<file path="config.mk">
export PLATFORM = sky130hd
export DESIGN_NAME = gha_front
export DESIGN_NICKNAME = d
export VERILOG_FILES = /design/src/design/gha_pkg.sv /design/src/design/gha_front.sv
export SDC_FILE = /design/constraint.sdc
export NUM_CORES = 1
export LEC_CHECK = 0
export ABC_AREA = 1
export ABC_CLOCK_PERIOD_IN_PS = 7090
export BUFFER_PORTS_ARGS = -buffer_cell sky130_fd_sc_hd__buf_2
export CAP_MARGIN = 20
export CORE_MARGIN = 1
export CORE_UTILIZATION = 57
export CTS_BUF_LIST = sky130_fd_sc_hd__clkbuf_16
export CTS_CLUSTER_SIZE = 40
export DETAILED_ROUTE_END_ITERATION = 10
export HOLD_SLACK_MARGIN = 0.06
export PLACE_DENSITY = 0.91
export SYNTH_ARGS = -nofsm -noshare
export SYNTH_HDL_FRONTEND = slang
export SYNTH_SLANG_ARGS = --single-unit
</file>
<file path="constraint.sdc">
create_clock -name clock -period 7.09 [get_ports clock]
set_input_delay 0.3545 -clock clock [delete_from_list [all_inputs] [get_ports clock]]
set_output_delay 0.3545 -clock clock [all_outputs]
set_load 0.1 [all_outputs]
</file>
<file path="src/design/gha_pkg.sv">
// Package with shared types and constants of the generational handle allocator.
package gha_pkg;
   localparam int MaxSlots = 1024;
   localparam int GenBits = 16;
   localparam int IdxBits = $clog2(MaxSlots);
   localparam int CntBits = $clog2(MaxSlots + 1);

   localparam logic [1:0] OP_CREATE = 2'd0;
   localparam logic [1:0] OP_MARK = 2'd1;
   localparam logic [1:0] OP_PROCESS = 2'd2;
   localparam logic [1:0] OP_QUERY = 2'd3;

   localparam logic [1:0] ST_DONE = 2'd0;
   localparam logic [1:0] ST_FULL = 2'd1;
   localparam logic [1:0] ST_NOT_ALIVE = 2'd2;
   localparam logic [1:0] ST_PENDING = 2'd3;

   typedef struct packed {
      logic [1:0] opcode;
      logic [15:0] entity_index;
      logic [15:0] entity_generation;
      logic idx_ok;
   } cmd_type;
endpackage

</file>
<file path="src/design/gha_front.sv">
// Front end: accepts request items, classifies them and feeds a two-entry queue.
module gha_front (
   input logic clock,
   input logic reset,
   input logic req_valid,
   output logic req_stall,
   input logic [1:0] req_opcode,
   input logic [15:0] req_entity_index,
   input logic [15:0] req_entity_generation,
   output logic cmd_valid,
   input logic cmd_take,
   output gha_pkg::cmd_type cmd
);
   gha_pkg::cmd_type q_ff [2];
   gha_pkg::cmd_type q_in;
   logic [1:0] cnt_ff;
   logic [1:0] cnt_in;
   logic push;
   logic pop;

   assign req_stall = (cnt_ff == 2'd2);
   assign push = req_valid && !req_stall;
   assign pop = cmd_valid && cmd_take;
   assign cmd_valid = (cnt_ff != 2'd0);
   assign cmd = q_ff[0];

   always_comb begin
      q_in.opcode = req_opcode;
      q_in.entity_index = req_entity_index;
      q_in.entity_generation = req_entity_generation;
      q_in.idx_ok = ({16'd0, req_entity_index} < 32'(gha_pkg::MaxSlots));
      cnt_in = cnt_ff + {1'b0, push} - {1'b0, pop};
   end

   always_ff @(posedge clock) begin
      if (reset) begin
         cnt_ff <= 2'd0;
      end else begin
         cnt_ff <= cnt_in;
      end
      if (pop) begin
         q_ff[0] <= q_ff[1];
      end
      if (push) begin
         if (cnt_ff == 2'd0 || (cnt_ff == 2'd1 && pop)) begin
            q_ff[0] <= q_in;
         end else begin
            q_ff[1] <= q_in;
         end
      end
   end

   assert property (@(posedge clock) disable iff (reset) cnt_ff != 2'd3)
      else $error("queue count out of range");
endmodule

</file>
Word level (Yosys, flattened, before mapping). Memory sizes are Yosys's and may differ from the RTL's. Index checks and enable logic that the tools add are counted.

Flip-flop bits (word level): 2. Latch bits: 0. Bits in writable memories: 70. Memory bits (read-only): 0. Bits of input ports: 38. Output and inout bits: 37. Logic and storage cells: 24. Memories: 1.

Memory list: q_ff (words 2, width 35, rd ports 2, clocked after memory_dff 0, write ports 2, line gha_front.sv:14) `gha_pkg::cmd_type q_ff [2];`.

$add $sub $neg: 2. $mul: 0. Div/mod/pow operators: 0. Order comparisons: 1. Equality and inequality tests: 2. Shift operators: 0. Multiplexer cells: 9. Bitwise operators: 1. Reduce and logical (&&, ||, !) cells: 7.

Operator list (count): $mux W35 (1); $lt A16 B11 Y1 const B (1); $mux W1 (8); $logic_and A1 B1 Y1 (3); $add A2 B1 Y2 (1); $eq A2 B1 Y1 const B (1); $eq A2 B2 Y1 const B (1); $logic_not A2 Y1 (1); $reduce_bool A2 Y1 (1); $sub A2 B1 Y2 (1); $logic_not A1 Y1 (1); $logic_or A1 B1 Y1 (1); $or A1 B1 Y1 (1).

Longest topological paths before layout. Gate-level depths: netlist of run 1.

Depth after elaboration: 8. Gate-level depth with buffers: 10. Gate-level depth less buffers: 10.

Worst setup path before layout of run 1. Ideal clock, no wire load.

Kind: register to register. Start: reg cnt_ff[0]. End: mem q_ff[0][0] in the netlist's numbering (enable). Setup time: 0.476 ns. Data arrival time: 3.017 ns. Required time: 6.614 ns. Setup slack: 3.597 ns. Cell stages (with the launch flop): 3. Path buffers: 0. Clock period less this slack: 3.493 ns. Cells stage by stage: dfxtp_1 > nor2_1 > o21ai_0.

RTL lines: start: declaration (line gha_front.sv:16) `logic [1:0] cnt_ff;`; start signal: assignment (line gha_front.sv:39) `cnt_ff <= cnt_in;`; end: declaration (line gha_front.sv:14).

==> results by group, run 1 <==
Logic synthesis
  – Adder-Cell Fraction of Synth Area: 0.818%
  – Post-synth ARST share: 0%
  – Synth Instances: 256
  – Post-Syn Area: ~0.003 mm²
  – Yosys warns: 0
  – Combinational family with the most area after synthesis: simple AND/OR/NAND/NOR gates
  – Sequential element share of the synthesized area: 70.0%
  – Flops & latches, synth: 72
  – Post-Syn Nets: roughly 300
  – Largest cells by area after synthesis: edfxtp_1 69%, nand2_1 9.2%, buf_4 8.6%
  – Synth Area in Compound Gates: 1.27%
  – Number of flops mapped to enable cells by yosys: 70
  – Post-synth top area share: slightly below 70%
  – Prevailing post-synth register cell: edfxtp_1
  – Xor-xnor portion of the synthesized cell area: 0%
  – Unique masters post-synth: 17
  – Multiplexer share of the synthesized area: 0%
  – Syn Area/Cell: about 12 µm²
  – Yosys top cell by area: edfxtp_1
  – Simple-gate area share of the yosys netlist: 16.6%

Clocking
  – Root buffer cell: clkbuf_16
  – H-tree depth: 3
  – CTS tree: done
  – Post CTS Setup Buffer Count: 0
  – CTS buffer count: 9
  – Worst-path clk slew: 0.05 ns
  – Post-cts gate resize count: 0
  – Longest Clk Path Bufs: 2
  – Worst-skew pair later-pin latency: ~0.33 ns
  – Hold Buf Count CTS: 0
  – CTS sink cnt: 72

Place
  – DPL Wire Length: 3.37 mm
  – Port Buf Inserts: 74
  – GPL Wtd Cong: 0.712
  – Placed insts: 355
  – Setup WS pre-CTS: between 4 and 5 ns

Timing
  – RSZ-0062 raised after global routing: false
  – # setup viols final: 0
  – TNS Setup: 0 ns
  – Max-slew violation count: 0
  – Worst slew pin tran: ~1.1 ns
  – Crit path time final: 2.80 ns
  – Crit share post-route: between 30% and 40%
  – Max-slew headroom: 29.0%
  – Final hold vios: 0
  – Fmax: 357 MHz
  – Final setup margin: 4.29 ns
  – Setup Skew: about 0.009 ns

Finish
  – Finished Layout Cells: 371
  – Area of the multi-input gates: 589 µm²
  – Synth-to-layout area growth: 13.9%
  – Inserted Diodes: 0
  – Layout cells sized above 1: a little under a third
  – Register Area: 0.00214 mm²
  – Filler cells: 377
  – Post-layout nets: 336

Floorplanning
  – Die ar.: 0.00567 mm²
  – Starting Density: 59.5%
  – Cell Rows: 26
  – Die width: 75.3 µm
  – Die Ht: 75.3 µm
  – I/O pin count: 75
  – Core area: 0.00514 mm²

Worst setup path
  – CP Max Fanout: 36
  – CP required: 7.03 ns
  – Critical Path Max Stage Delay: 0.75 ns
  – Cell family with most CP delay: compound AO/OA/AOI/OAI gates
  – CP startpoint kind: flip-flop
  – CP max stage cell: a21oi_4
  – Worst Setup End Kind: flip-flop
  – Setup CP Type: flip-flop to flip-flop
  – CP arrival: 2.74 ns
  – Stages on worst setup path: 3
  – R2r worst-path depth: 3
  – Cell Chain, Critical Path: a21oi_4 > nand2_2 > o21ai_4
  – CP Buf/Inv Count: 0

Detailed routing
  – Post-Route WL: 5.29 mm
  – DR iter-0 viols: 242
  – DR vias/cell: 5.12
  – Vias: 1900
  – DR pass1 iterations: 4
  – Routed Antenna Nets: 0
  – DRC violations left: 0
  – Avg WL per Cell: 14.3 µm

GRT
  – Overall Global Routing Usage: 19.9%
  – Vias in the first global route: around 1.7k
  – Largest net degree at the start of global routing: 38
  – Met3 Track Usage GR: 6.69%
  – Met2 Usage GRT: 32.6%
  – Initial antenna violation count: 0
  – Global route total overflow: 0
  – Global route hottest layer: met2
  – First-pass GRT wire length: 7.74 mm
  – GRT met1 Usage: between 20% and 30%

Run
  – Max cap viols: 0

Outcome
  – Status: finished, final reports clean

Hold path
  – Worst hold path cell count: 2
  – HP Class: input port to flip-flop
final cells by class:
type / instances / area share, %
sequential: 72 / 61.5
multi-input combinational: 129 / 16.9
timing repair buffer: 74 / 10.6
clock buffer: 9 / 6.46
tap: 70 / 2.51
inverter: 10 / 1.08
clock inverter: 7 / 0.934
synth_stat cells, types with 2 or more instances:
| library cell | instances |
|---|---|
| nand2_1 | 75 |
| edfxtp_1 | 70 |
| dfxtp_1 | 2 |
| nor2_1 | 10 |
| ha_1 | 2 |
| inv_1 | 9 |
| o21ai_0 | 2 |
| nand3_1 | 35 |
| buf_2 | 8 |
| clkbuf_1 | 2 |
| buf_4 | 35 |
cells by family (layout without fill, tap and decap cells):
logic type	Yosys count	after routing
AOI/OAI and AO/OA	5	5
and+or+nand+nor	122	122
adders and majority gates	2	2
buffers and inverters	55	100
DFF	72	72
final timing paths:
path	from	slack [ns]	endpoint
setup / recovery	cnt_ff[0]	4.29	q_ff[0][10]
hold / removal	reset	0.19	cnt_ff[0]
setup reg to reg	cnt_ff[0]	4.29	q_ff[0][10]
hold reg to reg	q_ff[0][47]	0.51	q_ff[0][12]
per-layer routing:
metal	vias up	share of wire [%]
met4	0	2.4
met5	-	0
met1	873	36
li1	913	-
met3	13	8.2
met2	101	53
state kept, by name, summed over array words and instances, names as in the netlist:
signal / count
cnt_ff: 2
q_ff: 70
cell usage in the layout, fill, tap and decap left out:
cell and n:
clkinv_2 2, nor2_4 1, a21oi_1 1, nand3_1 35, o21ai_4 1, nand2_1 75
edfxtp_1 70, ha_1 2, inv_2 1, o21ai_0 1, o21bai_1 1, a21oi_4 1
inv_1 12, dfxtp_1 2, clkbuf_16 9, buf_2 74, nor2_1 9, clkinvlp_4 1
clkinv_1 1, or2_2 1, nand2_2 1
through the flow:
| stage | instance area, µm² | hold slack [ns] | util [%] |
|---|---|---|---|
| global route | 3480 | 0.200 | 67.8 |
| finish | 3480 | 0.191 | 67.8 |
| CTS | 3480 | 0.188 | 67.8 |
| global placement | 3230 | 0.494 | 62.8 |
| floorplan | 3060 | 0.426 | - |
| detailed placement | 3230 | 0.499 | 62.8 |
Power of run 1 is left out: the tool's default activity adds up to more than one toggle a clock period on the data nets, which glitch-free logic cannot reach.
==> inputs of run 2 (changes only) <==
Settings changed: ABC_CLOCK_PERIOD_IN_PS 7090 to 2300, CORE_UTILIZATION 57 to 48, PLACE_DENSITY 0.91 to 0.83.
Clock period 7.09 ns to 2.3 ns, I/O delays scaled along.
==> run 2 against run 1 <==
Against the previous run: routed wire length is 7.1% higher; first-iteration DRC count down 54%; clock skew fell by 0.0048 ns; worst hold slack improved by 0.086 ns; register-to-register slack lost 3.8 ns; flip-flop and latch count unchanged; maximum frequency is 53% higher; via count rose by 7.7%; global-route usage shrank 1.7 points; design area up 12%; worst setup slack lost 3.8 ns; critical endpoint is now cnt_ff[1]; largest cell class unchanged.
==> results by group, run 2 (synthesis results as in run 1) <==
Finish
  – Commonest non-fill, non-tap cell in the layout: nand2_1
  – Filler cells: 458 (+21%)
  – Max reg flops: 70 (unchanged)
  – Finished Layout Cells: 416 (+12%)
  – Top flop regs: q_ff: 70 flops, cnt_ff: 2 flops
  – Post-layout nets: 378 (+13%)
  – Layout cells sized above 1: 28.4% (-2.1 points)
  – Largest Register: q_ff
  – Synth-to-layout area growth: 27.2%
  – Inserted Diodes: 0 (unchanged)
  – Most frequent cells in the layout: 75 x nand2_1, 74 x buf_2, 70 x edfxtp_1, 35 x nand3_1, 35 x dlygate4sd3_1

Run
  – Max cap viols: 0 (unchanged)

Timing
  – Max-slew violation count: 0 (unchanged)
  – Max-slew headroom: 67.2% (+38 points)
  – Setup Skew: 0.00422 ns (-0.00478 ns)
  – Final hold vios: 0 (unchanged)
  – # setup viols final: 0 (unchanged)
  – RSZ-0062 raised after global routing: false
  – Worst slew pin tran: 0.496 ns (-0.566 ns)
  – Fmax: 546 MHz (+53%)
  – Crit share post-route: 79.7% (+40 points)
  – Crit path time final: 1.83 ns (-0.968 ns)
  – TNS Setup: 0 ns (unchanged)

Outcome
  – Status: finished, final reports clean

Worst setup path
  – R2r worst-path depth: 10 (+7)
  – Setup CP Type: flip-flop to flip-flop
  – Most frequent cell on the critical path: inv_1
  – Critical Path Max Stage Delay: 0.41 ns (-0.34 ns)
  – CP arrival: 2.04 ns (-0.70 ns)
  – Cell Chain, Critical Path: inv_1 > o21ai_0 > ha_1 > inv_1 > ha_1 > inv_1 > nand2_1 > nand3_1 > nand2_1 > nor2_1
  – CP Max Fanout: 4 (-89%)
  – CP required: 2.51 ns (-4.52 ns)
  – Worst Setup End Kind: flip-flop
  – CP startpoint kind: flip-flop
  – CP max stage cell: dfxtp_1

GRT
  – First-pass GRT wire length: 8.78 mm (+13%)
  – Largest net degree at the start of global routing: 36 (-5.3%)
  – Vias in the first global route: 1923 (+12%)
  – Global route total overflow: 0 (unchanged)
  – Overall Global Routing Usage: 18.1% (-1.7 points)
  – Initial antenna violation count: 0 (unchanged)

Hold path
  – Worst hold path cell count: 5 (+3)
  – HP Class: input port to flip-flop

Clocking
  – Worst-skew pair later-pin latency: 0.32 ns (about the same)
  – CTS buffer count: 9 (unchanged)
  – Worst-path clk slew: 0.05 ns (about the same)
  – CTS sink cnt: 72 (unchanged)
  – CTS tree: done
  – H-tree depth: 3 (unchanged)
  – Longest Clk Path Bufs: 2 (unchanged)
  – Root buffer cell: clkbuf_16

Floorplanning
  – Die width: 81.9 µm (+8.7%)
  – Cell Rows: 28 (+7.7%)
  – Starting Density: 50.8% (-8.8 points)
  – I/O pin count: 75 (unchanged)
  – Die Ht: 81.9 µm (+8.7%)
  – Core area: 0.00603 mm² (+17%)
  – Die ar.: 0.00670 mm² (+18%)

Detailed routing
  – DR vias/cell: 4.92 (-4.0%)
  – DR pass1 iterations: 4 (unchanged)
  – Routed Antenna Nets: 0 (unchanged)
  – DRC violations left: 0 (unchanged)
  – DR iter-0 viols: 111 (-54%)
  – Avg WL per Cell: 13.6 µm (-4.5%)
  – Vias: 2046 (+7.7%)
  – Post-Route WL: 5.67 mm (+7.1%)

Place
  – GPL Wtd Cong: 0.803 (+13%)
  – Placed insts: 366 (+3.1%)
  – DPL Wire Length: 3.53 mm (+4.7%)
  – Port Buf Inserts: 74 (unchanged)
==> run 2: cell types whose count changed in the layout (fill, tap and decap cells not counted), sizes merged <==
cell	previous run	this run
clkinvlp	1	0
clkinv	3	2
buf	74	81
dlygate4sd3	0	35
==> run 2: path summary, 6_finish.rpt <==
| path | from | end | slack, ns |
|---|---|---|---|
| max reg2reg | cnt_ff[1] | cnt_ff[1] | 0.47 |
| max | cnt_ff[1] | cnt_ff[1] | 0.47 |
| min reg2reg | q_ff[0][66] | q_ff[0][31] | 0.51 |
| min | cmd_take | q_ff[0][0] | 0.28 |
==> run 2: final cells by class <==
class	instances	area (µm²)	area share (%)
clock buffers	9	225	5.78
flip-flops and latches	72	2140	55.0
multi-input cells	129	589	15.1
well taps	75	93.8	2.41
repair buffers	116	786	20.2
clock inverters	5	20.0	0.514
inverters	10	37.5	0.964
==> run 2: repair_timing <==
action	4_1_cts	5_1_grt
hold buffers	35	0
setup buffers	0	0
endpoints found under the hold margin	36	0
resized for setup	0	0
==> run 2: metal layers <==
metal	track usage, %	wire length (µm)
met1	21.9	2340
met2	29.1	2900
met3	6.67	315
met4	7.89	107
met5	0	0
==> run 2: through the flow <==
stage          cell area [µm²]  util [%]  hold slack, ns  worst slack [ns]
3_5_place_dp              3280      54.4           0.292             0.419
3_3_place_gp              3280      54.4           0.288             0.498
4_1_cts                   3870      64.3           0.273             0.413
2_1_floorplan             3070         -           0.186             0.263
6_report                  3890      64.6           0.276             0.468
5_1_grt                   3890      64.6           0.322             0.336
==> run 2: critical path, delay by kind of cell, from the launching register on <==
family | cells | cell delay [ns]
simple gates | 4 | 0.27
buf+inv | 3 | 0.22
fa+ha+maj | 2 | 0.46
compound gates | 1 | 0.37
flops | 1 | 0.41
Power of run 2 is left out for the same reason.
